`src/rtl/core/ssim_pkg.sv`:
```
// Shared types and constants for the spiral scan index map unit.
`default_nettype none

package ssim_pkg;

  localparam int unsigned DIM_W       = 9;
  localparam int unsigned POS_W       = 16;
  localparam int unsigned COORD_W     = 8;
  localparam int unsigned AREA_W      = 2 * DIM_W;
  localparam int unsigned CFG_IDX_W   = 1;
  localparam int unsigned QUEUE_DEPTH = 2;
  localparam int unsigned QPTR_W      = $clog2(QUEUE_DEPTH);
  localparam int unsigned QCNT_W      = $clog2(QUEUE_DEPTH + 1);

  localparam logic [CFG_IDX_W-1:0] REG_ROW_COUNT    = 1'b0;
  localparam logic [CFG_IDX_W-1:0] REG_COLUMN_COUNT = 1'b1;

  typedef struct packed {
    logic [DIM_W-1:0] rows;
    logic [DIM_W-1:0] cols;
  } dims_t;

  typedef struct packed {
    logic [POS_W-1:0] position;
    logic             oor;
  } item_t;

  typedef struct packed {
    logic full;
    logic empty;
  } q_status_t;

  typedef enum logic [1:0] {
    ST_IDLE = 2'b01,
    ST_WALK = 2'b10
  } walk_state_e;

  typedef enum logic [1:0] {
    SIDE_TOP    = 2'd0,
    SIDE_RIGHT  = 2'd1,
    SIDE_BOTTOM = 2'd2,
    SIDE_LEFT   = 2'd3
  } side_e;

endpackage

`default_nettype wire

```
`src/rtl/core/ssim_front.sv`:
```
// Front end: accepts positions, flags out-of-range ones, forwards them to the queue.
`default_nettype none

module ssim_front (
  input  wire logic                         clk_i,
  input  wire logic                         rst_ni,
  input  wire ssim_pkg::dims_t              dims_i,
  input  wire logic                         start_i,
  input  wire logic [ssim_pkg::POS_W-1:0]   position_i,
  output logic                              busy_o,
  input  wire ssim_pkg::q_status_t          q_status_i,
  output logic                              q_push_o,
  output ssim_pkg::item_t                   q_item_o
);

  logic                             valid_q, valid_d;
  ssim_pkg::item_t                  item_q, item_d;
  logic [ssim_pkg::AREA_W-1:0]      area;
  logic                             accept;

  assign area     = ssim_pkg::AREA_W'(dims_i.rows) * ssim_pkg::AREA_W'(dims_i.cols);
  assign busy_o   = valid_q && q_status_i.full;
  assign accept   = start_i && !busy_o;
  assign q_push_o = valid_q && !q_status_i.full;
  assign q_item_o = item_q;

  always_comb begin
    valid_d = valid_q;
    item_d  = item_q;
    if (q_push_o) begin
      valid_d = 1'b0;
    end
    if (accept) begin
      valid_d         = 1'b1;
      item_d.position = position_i;
      item_d.oor      = {{(ssim_pkg::AREA_W - ssim_pkg::POS_W){1'b0}}, position_i} >= area;
    end
  end

  always_ff @(posedge clk_i or negedge rst_ni) begin
    if (!rst_ni) begin
      valid_q <= 1'b0;
    end else begin
      valid_q <= valid_d;
    end
  end

  always_ff @(posedge clk_i) begin
    item_q <= item_d;
  end

endmodule

`default_nettype wire

```
`src/rtl/core/ssim_fifo.sv`:
```
// Short register queue between the front end and the spiral walker.
`default_nettype none

module ssim_fifo (
  input  wire logic                 clk_i,
  input  wire logic                 rst_ni,
  input  wire logic                 push_i,
  input  wire ssim_pkg::item_t      item_i,
  input  wire logic                 pop_i,
  output ssim_pkg::item_t           item_o,
  output ssim_pkg::q_status_t       status_o
);

  ssim_pkg::item_t                  mem_q [ssim_pkg::QUEUE_DEPTH];
  logic [ssim_pkg::QPTR_W-1:0]      wr_ptr_q, rd_ptr_q;
  logic [ssim_pkg::QCNT_W-1:0]      count_q, count_d;
  logic                             do_push, do_pop;

  assign status_o.full  = count_q == ssim_pkg::QCNT_W'(ssim_pkg::QUEUE_DEPTH);
  assign status_o.empty = count_q == '0;
  assign do_push        = push_i && !status_o.full;
  assign do_pop         = pop_i && !status_o.empty;
  assign item_o         = mem_q[rd_ptr_q];

  always_comb begin
    count_d = count_q;
    if (do_push && !do_pop) begin
      count_d = count_q + 1'b1;
    end else if (do_pop && !do_push) begin
      count_d = count_q - 1'b1;
    end
  end

  always_ff @(posedge clk_i or negedge rst_ni) begin
    if (!rst_ni) begin
      wr_ptr_q <= '0;
      rd_ptr_q <= '0;
      count_q  <= '0;
    end else begin
      count_q <= count_d;
      if (do_push) begin
        wr_ptr_q <= wr_ptr_q + 1'b1;
      end
      if (do_pop) begin
        rd_ptr_q <= rd_ptr_q + 1'b1;
      end
    end
  end

  always_ff @(posedge clk_i) begin
    if (do_push) begin
      mem_q[wr_ptr_q] <= item_i;
    end
  end

endmodule

`default_nettype wire

```
`src/rtl/core/ssim_walk.sv`:
```
// Back end: walks the spiral one side per cycle and drives the result beat.
`default_nettype none

module ssim_walk (
  input  wire logic                          clk_i,
  input  wire logic                          rst_ni,
  input  wire ssim_pkg::dims_t               dims_i,
  input  wire ssim_pkg::q_status_t           q_status_i,
  input  wire ssim_pkg::item_t               q_item_i,
  output logic                               q_pop_o,
  output logic                               done_o,
  output logic [ssim_pkg::COORD_W-1:0]       row_o,
  output logic [ssim_pkg::COORD_W-1:0]       column_o,
  output logic                               out_of_range_o
);

  localparam int unsigned CW = ssim_pkg::COORD_W;
  localparam int unsigned DW = ssim_pkg::DIM_W;
  localparam int unsigned PW = ssim_pkg::POS_W;

  ssim_pkg::walk_state_e   state_q, state_d;
  ssim_pkg::side_e         side_q, side_d;
  logic [PW-1:0]           p_q, p_d;
  logic [CW-1:0]           r_q, r_d;
  logic [DW-1:0]           h_q, h_d, w_q, w_d;
  logic                    done_q, done_d;
  logic [CW-1:0]           row_q, row_d, col_q, col_d;
  logic                    oor_q, oor_d;

  logic [DW-1:0]           sw, sh;
  logic                    p_lt_sw, p_lt_sh;
  logic [CW-1:0]           p8, h8, w8;

  assign sw      = w_q - 1'b1;
  assign sh      = h_q - 1'b1;
  assign p_lt_sw = p_q < {{(PW - DW){1'b0}}, sw};
  assign p_lt_sh = p_q < {{(PW - DW){1'b0}}, sh};
  assign p8      = p_q[CW-1:0];
  assign h8      = h_q[CW-1:0];
  assign w8      = w_q[CW-1:0];

  always_comb begin
    state_d = state_q;
    side_d  = side_q;
    p_d     = p_q;
    r_d     = r_q;
    h_d     = h_q;
    w_d     = w_q;
    done_d  = 1'b0;
    row_d   = row_q;
    col_d   = col_q;
    oor_d   = oor_q;
    q_pop_o = 1'b0;
    unique case (state_q)
      ssim_pkg::ST_IDLE: begin
        if (!q_status_i.empty) begin
          q_pop_o = 1'b1;
          if (q_item_i.oor) begin
            done_d = 1'b1;
            oor_d  = 1'b1;
            row_d  = '0;
            col_d  = '0;
          end else begin
            p_d     = q_item_i.position;
            r_d     = '0;
            h_d     = dims_i.rows;
            w_d     = dims_i.cols;
            side_d  = ssim_pkg::SIDE_TOP;
            state_d = ssim_pkg::ST_WALK;
          end
        end
      end
      ssim_pkg::ST_WALK: begin
        oor_d = 1'b0;
        unique case (side_q)
          ssim_pkg::SIDE_TOP: begin
            priority if (h_q == '0 || w_q == '0) begin
              done_d  = 1'b1;
              row_d   = '0;
              col_d   = '0;
              state_d = ssim_pkg::ST_IDLE;
            end else if (h_q == DW'(1)) begin
              done_d  = 1'b1;
              row_d   = r_q;
              col_d   = r_q + p8;
              state_d = ssim_pkg::ST_IDLE;
            end else if (w_q == DW'(1)) begin
              done_d  = 1'b1;
              row_d   = r_q + p8;
              col_d   = r_q;
              state_d = ssim_pkg::ST_IDLE;
            end else if (p_lt_sw) begin
              done_d  = 1'b1;
              row_d   = r_q;
              col_d   = r_q + p8;
              state_d = ssim_pkg::ST_IDLE;
            end else begin
              p_d    = p_q - {{(PW - DW){1'b0}}, sw};
              side_d = ssim_pkg::SIDE_RIGHT;
            end
          end
          ssim_pkg::SIDE_RIGHT: begin
            if (p_lt_sh) begin
              done_d  = 1'b1;
              row_d   = r_q + p8;
              col_d   = r_q + w8 - 1'b1;
              state_d = ssim_pkg::ST_IDLE;
            end else begin
              p_d    = p_q - {{(PW - DW){1'b0}}, sh};
              side_d = ssim_pkg::SIDE_BOTTOM;
            end
          end
          ssim_pkg::SIDE_BOTTOM: begin
            if (p_lt_sw) begin
              done_d  = 1'b1;
              row_d   = r_q + h8 - 1'b1;
              col_d   = r_q + w8 - 1'b1 - p8;
              state_d = ssim_pkg::ST_IDLE;
            end else begin
              p_d    = p_q - {{(PW - DW){1'b0}}, sw};
              side_d = ssim_pkg::SIDE_LEFT;
            end
          end
          ssim_pkg::SIDE_LEFT: begin
            if (p_lt_sh) begin
              done_d  = 1'b1;
              row_d   = r_q + h8 - 1'b1 - p8;
              col_d   = r_q;
              state_d = ssim_pkg::ST_IDLE;
            end else begin
              p_d    = p_q - {{(PW - DW){1'b0}}, sh};
              r_d    = r_q + 1'b1;
              h_d    = h_q - DW'(2);
              w_d    = w_q - DW'(2);
              side_d = ssim_pkg::SIDE_TOP;
            end
          end
          default: begin
            side_d = ssim_pkg::SIDE_TOP;
          end
        endcase
      end
      default: begin
        state_d = ssim_pkg::ST_IDLE;
      end
    endcase
  end

  always_ff @(posedge clk_i or negedge rst_ni) begin
    if (!rst_ni) begin
      state_q <= ssim_pkg::ST_IDLE;
      done_q  <= 1'b0;
    end else begin
      state_q <= state_d;
      done_q  <= done_d;
    end
  end

  always_ff @(posedge clk_i) begin
    side_q <= side_d;
    p_q    <= p_d;
    r_q    <= r_d;
    h_q    <= h_d;
    w_q    <= w_d;
    row_q  <= row_d;
    col_q  <= col_d;
    oor_q  <= oor_d;
  end

  assign done_o         = done_q;
  assign row_o          = row_q;
  assign column_o       = col_q;
  assign out_of_range_o = oor_q;

endmodule

`default_nettype wire

```
`src/rtl/core/spiral_scan_index_map_unit.sv`:
```
// Top level of the clockwise spiral scan index map unit.
//
// Maps a position along a clockwise spiral over a row_count by column_count
// grid to its row and column. Issue a position with start_i while busy_o is
// low; the beat is taken at that edge. Each result appears for one cycle with
// done_o high, in issue order; the receiver cannot stall, so results are
// never held back. Out-of-range positions return zeros with out_of_range_o.
// Registers (write with cfg_we_i): index 0 row_count, index 1 column_count;
// zero reads as 1, values above MAX_DIM saturate. Write only while idle.
// A position passes the input register and the queue to the walker, which
// answers an out-of-range position from its idle state and otherwise walks
// the spiral; the walker handles one side per cycle and steps over fewer
// than 2*min(rows, cols) sides. The walker takes a new item from the queue
// only in its idle state, after the last one is done; an item behind others
// waits for them. A two-entry queue and an input register buffer the front.
// Reset clears the queue and controller and sets both dimensions to 1.
`default_nettype none

module spiral_scan_index_map_unit #(
  parameter int unsigned MAX_DIM = 256
) (
  input  wire logic                               clk_i,
  input  wire logic                               rst_ni,
  input  wire logic                               cfg_we_i,
  input  wire logic [ssim_pkg::CFG_IDX_W-1:0]     cfg_idx_i,
  input  wire logic [ssim_pkg::DIM_W-1:0]         cfg_wdata_i,
  input  wire logic                               start_i,
  input  wire logic [ssim_pkg::POS_W-1:0]         position_i,
  output logic                                    busy_o,
  output logic                                    done_o,
  output logic [ssim_pkg::COORD_W-1:0]            row_o,
  output logic [ssim_pkg::COORD_W-1:0]            column_o,
  output logic                                    out_of_range_o
);

  localparam int unsigned REG_MAX = (1 << ssim_pkg::DIM_W) - 1;
  localparam int unsigned DIM_CAP = (MAX_DIM > REG_MAX) ? REG_MAX : MAX_DIM;
  localparam logic [ssim_pkg::DIM_W-1:0] DIM_LIMIT = ssim_pkg::DIM_W'(DIM_CAP);

  logic [ssim_pkg::DIM_W-1:0] row_count_q, column_count_q;
  ssim_pkg::dims_t            dims;
  ssim_pkg::q_status_t        q_status;
  ssim_pkg::item_t            push_item, pop_item;
  logic                       q_push, q_pop;

  function automatic logic [ssim_pkg::DIM_W-1:0] clamp_dim(
    input logic [ssim_pkg::DIM_W-1:0] v
  );
    logic [ssim_pkg::DIM_W-1:0] res;
    res = v;
    if (v == '0) begin
      res = ssim_pkg::DIM_W'(1);
    end else if (v > DIM_LIMIT) begin
      res = DIM_LIMIT;
    end
    return res;
  endfunction

  always_ff @(posedge clk_i or negedge rst_ni) begin
    if (!rst_ni) begin
      row_count_q    <= ssim_pkg::DIM_W'(1);
      column_count_q <= ssim_pkg::DIM_W'(1);
    end else if (cfg_we_i) begin
      unique case (cfg_idx_i)
        ssim_pkg::REG_ROW_COUNT:    row_count_q    <= cfg_wdata_i;
        ssim_pkg::REG_COLUMN_COUNT: column_count_q <= cfg_wdata_i;
        default: ;
      endcase
    end
  end

  assign dims.rows = clamp_dim(row_count_q);
  assign dims.cols = clamp_dim(column_count_q);

  ssim_front u_front (
    .clk_i      (clk_i),
    .rst_ni     (rst_ni),
    .dims_i     (dims),
    .start_i    (start_i),
    .position_i (position_i),
    .busy_o     (busy_o),
    .q_status_i (q_status),
    .q_push_o   (q_push),
    .q_item_o   (push_item)
  );

  ssim_fifo u_fifo (
    .clk_i    (clk_i),
    .rst_ni   (rst_ni),
    .push_i   (q_push),
    .item_i   (push_item),
    .pop_i    (q_pop),
    .item_o   (pop_item),
    .status_o (q_status)
  );

  ssim_walk u_walk (
    .clk_i          (clk_i),
    .rst_ni         (rst_ni),
    .dims_i         (dims),
    .q_status_i     (q_status),
    .q_item_i       (pop_item),
    .q_pop_o        (q_pop),
    .done_o         (done_o),
    .row_o          (row_o),
    .column_o       (column_o),
    .out_of_range_o (out_of_range_o)
  );

  a_oor_zero: assert property (@(posedge clk_i) disable iff (!rst_ni)
    (done_o && out_of_range_o) |-> (row_o == '0 && column_o == '0))
    else $error("out-of-range result carries nonzero coordinates");

  a_busy_full: assert property (@(posedge clk_i) disable iff (!rst_ni)
    busy_o |-> q_status.full)
    else $error("busy asserted while the queue has room");

  a_pop_nonempty: assert property (@(posedge clk_i) disable iff (!rst_ni)
    q_pop |-> !q_status.empty)
    else $error("walker popped an empty queue");

  a_push_room: assert property (@(posedge clk_i) disable iff (!rst_ni)
    q_push |-> !q_status.full)
    else $error("front pushed into a full queue");

endmodule

`default_nettype wire
```
`config.mk`:
```
export PLATFORM = sky130hd
export DESIGN_NAME = spiral_scan_index_map_unit
export DESIGN_NICKNAME = d
export VERILOG_FILES = /design/src/rtl/core/ssim_pkg.sv /design/src/rtl/core/ssim_front.sv /design/src/rtl/core/ssim_fifo.sv /design/src/rtl/core/ssim_walk.sv /design/src/rtl/core/spiral_scan_index_map_unit.sv
export SDC_FILE = /design/constraint.sdc
export NUM_CORES = 1
export LEC_CHECK = 0
export BUFFER_PORTS_ARGS = -buffer_cell sky130_fd_sc_hd__buf_4
export CAP_MARGIN = 40
export CORE_ASPECT_RATIO = 0.8
export CORE_MARGIN = 1.5
export CORE_UTILIZATION = 45
export CTS_BUF_LIST = sky130_fd_sc_hd__clkbuf_16
export DETAILED_ROUTE_END_ITERATION = 12
export GPL_TIMING_DRIVEN = 0
export PLACE_DENSITY_LB_ADDON = 0.12
export SYNTH_ARGS = -nofsm -noshare
export SYNTH_HDL_FRONTEND = slang
export SYNTH_SLANG_ARGS = --single-unit
export TNS_END_PERCENT = 100
```
`constraint.sdc`:
```
create_clock -name clk_i -period 6.65 [get_ports clk_i]
set_input_delay 1.33 -clock clk_i [delete_from_list [all_inputs] [get_ports clk_i]]
set_output_delay 1.33 -clock clk_i [all_outputs]
set_load 0.02 [all_outputs]
```
==> results of run 1 <==
layout make-up:
type,instances,area [um2]
Multi-Input combinational cell,939,7530
Fill cell,2436,12800
Tap cell,357,447
Inverter,158,593
Timing Repair Buffer,54,442
Sequential cell,138,4020
Buffer,33,135
Clock inverter,14,146
Clock buffer,17,425
cell usage in the layout, fill, tap and decap left out, types with 9 or more instances in the layout:
master,count
mux2i_1,20
nor2b_1,28
a211oi_1,24
clkbuf_16,17
edfxtp_1,112
nand3_1,13
mux2_2,20
nand2b_1,30
a31oi_1,9
o22a_1,9
inv_1,159
ha_1,136
xnor2_1,62
a21o_1,20
clkbuf_1,28
and2_1,16
dfrtp_1,23
nor3_1,23
buf_4,50
xor2_1,31
a21oi_1,67
fa_1,57
nor2_1,113
o21a_1,17
nand2_1,86
o21ai_0,52
timing repair:
item,in CTS,in global routing
setup endpoints to repair,0,1
gates resized for setup,0,5
buffers inserted,0,0
hold buffers,0,0
how the worst min path moves through the flow:
stage,startpoint,end,slack (ps)
5_1_grt,u_front.q_item_o[10]$_DFFE_PP_,u_fifo.mem_q[0][10]$_DFFE_PP_,450
6_report,u_front.q_item_o[10]$_DFFE_PP_,u_fifo.mem_q[0][10]$_DFFE_PP_,440
2_1_floorplan,u_front.q_item_o[0]$_DFFE_PP_,u_fifo.mem_q[0][0]$_DFFE_PP_,420
3_3_place_gp,u_front.q_item_o[4]$_DFFE_PP_,u_fifo.mem_q[0][4]$_DFFE_PP_,420
4_1_cts,u_front.q_item_o[10]$_DFFE_PP_,u_fifo.mem_q[0][10]$_DFFE_PP_,440
3_5_place_dp,u_front.q_item_o[10]$_DFFE_PP_,u_fifo.mem_q[1][10]$_DFFE_PP_,430
state kept, by name, summed over array words and instances (netlist names):
| name | flops |
|---|---|
| u_fifo.mem_q | 34 |
| u_front.q_item_o | 17 |
| u_walk.p_q | 16 |
| column_count_q | 9 |
| row_count_q | 9 |
| u_walk.h_q | 9 |
| u_walk.w_q | 9 |
| u_walk.column_o | 8 |
| u_walk.r_q | 8 |
| u_walk.row_o | 8 |
| u_fifo.count_q | 2 |
| u_walk.side_q | 2 |
| u_walk.state_q | 2 |
| u_fifo.rd_ptr_q | 1 |
| u_fifo.wr_ptr_q | 1 |
| u_front.valid_q | 1 |
| u_walk.done_o | 1 |
| u_walk.out_of_range_o | 1 |
metrics by stage:
step | cell area (um2) | std cells | setup slack (ps) | utilization (%)
after global placement | 13100 | 1673 | 206 | 49.2
after floorplan | 12200 | 1268 | 1170 | -
after detailed placement | 13100 | 1679 | 190 | 49.5
final | 13700 | 1710 | 327 | 51.8
after CTS | 13700 | 1710 | 173 | 51.7
after global routing | 13700 | 1710 | 4.61 | 51.8
kinds of logic (layout without fill, tap and decap cells):
kind of cell	Yosys count	count (layout)	share of synthesized area, %
flops	138	138	32.8
compound gates	259	259	13.9
mux	40	40	3.47
simple gates	353	353	13.8
buf+inv	191	276	5.95
xor+xnor	94	94	6.84
fa+ha+maj	193	193	23.2
metal layers:
layer / GRT usage (%) / part of all wire [%]
met1: 35.0 / 50
met2: 33.8 / 41
met3: 4.41 / 7.8
met4: 5.40 / 1.2
met5: 0 / 0
critical path: stages, from the launching register on:
cell and delay, ps:
dfrtp_1 420, nor4_1 340, a21oi_1 150, nor2_1 230
nand2_1 140, fa_1 560, fa_1 560, inv_1 60
fa_1 520, inv_1 50, fa_1 530, inv_1 40
ha_1 340, o21a_1 200, o21a_1 170, and4_1 220
nor3_1 180, xor2_1 240, ha_1 290, o21ai_0 70
o21ai_0 140, nor3_1 180, o21ai_0 120, a21oi_1 220
nor3_2 100
==> Flow_metrics.wiki, run 1 <==
{| class="wikitable"
! Metric !! Value
|-
| Run status || finished, final reports clean
|-
| Count of port buffers added during placement || 48
|-
| Starting utilization of the core area || 46.2%
|-
| Violation count after the first detailed-route iteration || 772
|-
| Cell type contributing the most total cell area after synthesis || edfxtp_1
|-
| Worst EP arrival || 6510 ps
|-
| Fmax || 158 MHz
|-
| Worst r2r dst || u_front.q_item_o[0]$_DFFE_PP_
|-
| Flops & latches, synth || 138
|-
| Global-route wire length before repair || 49.4 mm
|-
| Worst-Skew Late Latency || 440 ps
|-
| First drt pass iteration count || 5
|-
| Worst reg-to-reg setup slack || 330 ps
|-
| Largest clock skew in the final design || 10.6 ps
|-
| Largest cells by area after synthesis || edfxtp_1, ha_1, fa_1
|-
| Final setup violation count || 0
|-
| Mapped Area || 12200 um2
|-
| Post-Route WL || 31.4 mm
|-
| Worst setup startpoint || row_count_q[4]$_DFFE_PN0P_
|-
| Number of cells on the worst reg-to-reg path || 24
|-
| Min Tclk post-route || 6320 ps
|-
| Mapped Nets || 1491
|-
| Yosys Warn Count || 0
|-
| Hold Path Class || reg2reg
|-
| Worst hold path stage count || 0
|-
| Sort of element at the end of the critical path || register
|-
| Drt via density || 5.49
|-
| Least-Margin Pin Slew || 811 ps
|-
| Post-Syn Area per Cell || 9.66 um2
|-
| Vias in the first global route || 8913
|-
| Antenna violations before repair || 0
|-
| Buffer depth of the longest clock path || 2
|-
| Number of enable-type register cells in the synthesized netlist || 112
|-
| Weighted congestion at the end of routability-driven global placement || 0.873
|-
| Die boundary width || 187 um
|-
| Share of the synthesized area in the top cell type || 27.5%
|-
| Clock edge transition at the registers on the reported setup and hold paths || 60 ps
|-
| Detailed placer's ending HPWL || 25.3 mm
|-
| # diodes || 0
|-
| Tightest slew margin relative to the limit || 44.5%
|-
| Count of cell types in the netlist || 69
|-
| Register area share after synthesis || 32.8%
|-
| # nets final || 1564
|-
| TritonCTS clock tree || done
|-
| Residual DRC count || 0
|-
| Number of max-capacitance violations reported || 0
|-
| Crit Reg-Reg Startpoint || row_count_q[4]$_DFFE_PN0P_
|-
| Die footprint || 28200 um2
|-
| Proportion of layout cells with a drive suffix above 1 || 9.53%
|-
| Core area || 26500 um2
|-
| Launching element type of the critical path || register
|-
| Row cnt || 53
|-
| Most frequent cell after synthesis || inv_1
|-
| CP max FO || 4
|-
| Global-route usage over all layers || 23.1%
|-
| Pin count of the biggest net entering global routing || 27
|-
| Min Hold Slack || 441 ps
|-
| Top cell types by occurrence after synthesis || inv_1, ha_1, nor2_1
|-
| Count of final max-slew check failures || 0
|-
| DRT antenna net count || 0
|-
| # H-tree levels || 4
|-
| Die Height || 151 um
|-
| IO Count || 49
|-
| RSZ-0062 raised after global routing || no
|-
| Final critical-path share of the clock period || 95.1%
|-
| Fraction of registers with async set/reset || 18.8%
|-
| Final Hold Violating Endpoints || 0
|-
| Cell count after synthesis || 1268
|-
| Global route total overflow || 0
|-
| Predominant post-synthesis flop cell || edfxtp_1
|-
| CTS sink cnt || 138
|-
| Average routed wire per standard cell || 18.3 um
|-
| Critical setup path kind || reg2reg
|-
| CP endpoint || u_front.q_item_o[0]$_DFFE_PP_
|-
| Number of buffers created by CTS || 17
|-
| Data required time of the worst path || 6830 ps
|-
| Sum of negative setup slack || 0 ps
|-
| Clock tree root driver cell || clkbuf_16
|-
| Layout area overhead || 12.2%
|-
| Vias || 9380
|}
Power of run 1 is not shown: default switching activity piles up to over one toggle a cycle in this logic, so the estimate is an artifact.
==> run 2, diff against run 1 <==
--- a/config.mk
+++ b/config.mk
@@ -12,7 +12,7 @@
 export CORE_UTILIZATION = 45
 export CTS_BUF_LIST = sky130_fd_sc_hd__clkbuf_16
 export DETAILED_ROUTE_END_ITERATION = 12
-export GPL_TIMING_DRIVEN = 0
+export GPL_TIMING_DRIVEN = 1
 export PLACE_DENSITY_LB_ADDON = 0.12
 export SYNTH_ARGS = -nofsm -noshare
 export SYNTH_HDL_FRONTEND = slang
==> constraint.sdc (replaced) <==
create_clock -name clk_i -period 5.9 [get_ports clk_i]
set_input_delay 1.18 -clock clk_i [delete_from_list [all_inputs] [get_ports clk_i]]
set_output_delay 1.18 -clock clk_i [all_outputs]
set_load 0.02 [all_outputs]
==> run 2 against run 1 <==
  * Via count decreased by 1.0%
  * Maximum frequency increased by 13%
  * First-iteration DRC count decreased by 6.9%
  * Hold slack improved by 4.9 ps
  * Sequential share of layout area decreased by 0.55 points
  * Cell count increased by 0.41%
  * Setup slack got worse by 35 ps
  * Critical endpoint unchanged
==> Flow_metrics.wiki, run 2 (synthesized netlist as in run 1, its figures left out) <==
{| class="wikitable"
! Metric !! Value
|-
| Critical setup path kind || reg2reg (unchanged)
|-
| Tightest slew margin relative to the limit || 39.1% (was 44.5%)
|-
| Cell seen most often among critical-path stages || fa_1 (unchanged)
|-
| CP max FO || 4 (unchanged)
|-
| Sort of element at the end of the critical path || register (unchanged)
|-
| Number of buffers and inverters on the critical path || 5 (was 3)
|-
| Fmax || 178 MHz (was 158 MHz)
|-
| Worst-Skew Late Latency || 420 ps (was 440 ps)
|-
| Count of final max-slew check failures || 0 (unchanged)
|-
| First drt pass iteration count || 5 (unchanged)
|-
| Layout area overhead || 14.4% (was 12.2%)
|-
| Drt via density || 5.41 (was 5.49)
|-
| Data required time of the worst path || 6070 ps (was 6830 ps)
|-
| Number of max-capacitance violations reported || 0 (unchanged)
|-
| Count of port buffers added during placement || 48 (unchanged)
|-
| Cell chain of the critical path || nor4_4 -> a21oi_2 -> nor2_2 -> buf_4 -> nand2_1 -> fa_1 -> inv_1 -> fa_1 -> fa_1 -> inv_1 -> fa_1 -> inv_1 -> ha_4 -> o21a_1 -> o21a_1 -> and4_1 -> buf_4 -> o22ai_1 -> xor2_1 -> ha_1 -> o221a_2 -> a21oi_2 -> nor3_2 (was nor4_1 -> a21oi_1 -> nor2_1 -> nand2_1 -> fa_1 -> fa_1 -> inv_1 -> fa_1 -> inv_1 -> fa_1 -> inv_1 -> ha_1 -> o21a_1 -> o21a_1 -> and4_1 -> nor3_1 -> xor2_1 -> ha_1 -> o21ai_0 -> o21ai_0 -> nor3_1 -> o21ai_0 -> a21oi_1 -> nor3_2)
|-
| Least-Margin Pin Slew || 914 ps (was 811 ps)
|-
| Delay contributed by the slowest stage of the critical path || 520 ps (was 560 ps)
|-
| Die footprint || 28200 um2 (unchanged)
|-
| Run status || finished, final reports clean (unchanged)
|-
| Final critical-path share of the clock period || 95.0% (was 95.1%)
|-
| Final setup violation count || 0 (unchanged)
|-
| # H-tree levels || 4 (unchanged)
|-
| Number of cells on the worst reg-to-reg path || 23 (was 24)
|-
| Min Tclk post-route || 5610 ps (was 6320 ps)
|-
| Vias in the first global route || 8798 (was 8913)
|-
| Number of filler instances in the final layout || 2473 (was 2436)
|-
| Launching element type of the critical path || register (unchanged)
|-
| Most frequent standard cell in the layout excluding fill and tap cells || inv_1 (unchanged)
|-
| Slowest cell on the critical path || fa_1 (unchanged)
|-
| Commonest non-fill, non-tap cells in the layout || inv_1, ha_1, nor2_1 (unchanged)
|-
| Final Hold Violating Endpoints || 0 (unchanged)
|-
| Crit path depth || 23 (was 24)
|-
| Max reg flops || 34 (unchanged)
|-
| Die boundary width || 187 um (unchanged)
|-
| Row cnt || 53 (unchanged)
|-
| DRT antenna net count || 0 (unchanged)
|-
| Buffer depth of the longest clock path || 2 (unchanged)
|-
| # nets final || 1570 (was 1564)
|-
| Vias || 9282 (was 9380)
|-
| Pin count of the biggest net entering global routing || 72 (was 27)
|-
| Global route total overflow || 0 (unchanged)
|-
| Worst slack at placement || 7.46 ps (was 190 ps)
|-
| Number of buffers created by CTS || 17 (unchanged)
|-
| Worst hold path stage count || 0 (unchanged)
|-
| Detailed placer's ending HPWL || 24.2 mm (was 25.3 mm)
|-
| Final worst setup slack || 292 ps (was 327 ps)
|-
| Global-route usage over all layers || 22.2% (was 23.1%)
|-
| Area used by sequential logic in the layout || 4020 um2 (about the same)
|-
| Weighted congestion at the end of routability-driven global placement || 0.891 (was 0.873)
|-
| Multi-input gate area || 7620 um2 (was 7530 um2)
|-
| TritonCTS clock tree || done (unchanged)
|-
| Post-Route WL || 30.4 mm (was 31.4 mm)
|-
| Worst EP arrival || 5780 ps (was 6510 ps)
|-
| Global-route wire length before repair || 48.1 mm (was 49.4 mm)
|-
| Average routed wire per standard cell || 17.7 um (was 18.3 um)
|-
| Proportion of layout cells with a drive suffix above 1 || 13.6% (was 9.53%)
|-
| Clock edge transition at the registers on the reported setup and hold paths || 70 ps (was 60 ps)
|-
| Crit-path leading delay family || adder cells (unchanged)
|-
| Hold Path Class || reg2reg (unchanged)
|-
| # diodes || 0 (unchanged)
|-
| Die Height || 151 um (unchanged)
|-
| Residual DRC count || 0 (unchanged)
|-
| RSZ-0062 raised after global routing || no (unchanged)
|-
| Starting utilization of the core area || 46.2% (unchanged)
|-
| Largest register by flop count || u_fifo.mem_q (unchanged)
|-
| Largest clock skew in the final design || 10.1 ps (was 10.6 ps)
|-
| Antenna violations before repair || 0 (unchanged)
|-
| Violation count after the first detailed-route iteration || 719 (was 772)
|-
| CTS sink cnt || 138 (unchanged)
|-
| Core area || 26500 um2 (unchanged)
|-
| Clock tree root driver cell || clkbuf_16 (unchanged)
|-
| Sum of negative setup slack || 0 ps (unchanged)
|-
| IO Count || 49 (unchanged)
|}
==> run 2: changes by cell type in the layout (fill, tap and decap cells not counted), moves of 4 or more <==
cell      change
buf_4        +39
clkbuf_1     -28
a21oi_1       -5
a21oi_2       +5
o21ai_0       -5
ha_1          -4
o21ai_1       +4
==> run 2: metrics by stage <==
| step | util, % | instance area (um2) | cells | hold slack [ps] |
|---|---|---|---|---|
| final | 52.8 | 14000 | 1717 | 446 |
| after global routing | 52.8 | 14000 | 1717 | 461 |
| after CTS | 52.3 | 13900 | 1713 | 450 |
| after detailed placement | 50.0 | 13300 | 1681 | 434 |
| after global placement | 49.8 | 13200 | 1677 | 425 |
| after floorplan | - | 12200 | 1268 | 421 |
==> run 2: worst reg2reg max path, delay by kind of cell, from the launching register on <==
family	cells	cell delay, ps
adders and majority gates	6	2470
buffers and inverters	5	410
xor gates and xnor gates	1	260
and+or+nand+nor	5	790
AOI/OAI and AO/OA	6	970
DFF	1	430
==> run 2: timing repair <==
item	in CTS	in global routing
resized for setup	1	25
hold buffers	0	0
buffers inserted	0	4
pin swaps	0	16
endpoints found under the setup margin	1	1
==> run 2: layout make-up <==
type / instances / area share, %
Inverter: 158 / 4.23
Clock buffer: 17 / 3.04
Timing Repair Buffer: 93 / 5.14
Clock inverter: 15 / 1.28
Multi-Input combinational cell: 939 / 54.4
Sequential cell: 138 / 28.7
Tap cell: 357 / 3.19
==> run 2: worst paths after layout <==
kind / start / endpoint / slack [ps]
worst max-delay path: column_count_q[5]$_DFFE_PN0P_ / u_front.q_item_o[0]$_DFFE_PP_ / 290
worst max register to register: column_count_q[5]$_DFFE_PN0P_ / u_front.q_item_o[0]$_DFFE_PP_ / 290
min in group asynchronous: rst_ni / u_fifo.wr_ptr_q$_DFFE_PN0P_ / 670
worst min register to register: u_front.q_item_o[9]$_DFFE_PP_ / u_fifo.mem_q[1][9]$_DFFE_PP_ / 450
worst min-delay path: u_front.q_item_o[9]$_DFFE_PP_ / u_fifo.mem_q[1][9]$_DFFE_PP_ / 450
max in group asynchronous: rst_ni / row_count_q[0]$_DFFE_PN1P_ / 4890
==> run 2: per-layer routing <==
metal	GRT usage [%]	part of all wire, %
met1	33.8	52
met2	32.6	42
met3	4.59	5.9
met4	3.88	0.50
met5	0	0
Power of run 2 is left out for the same reason.
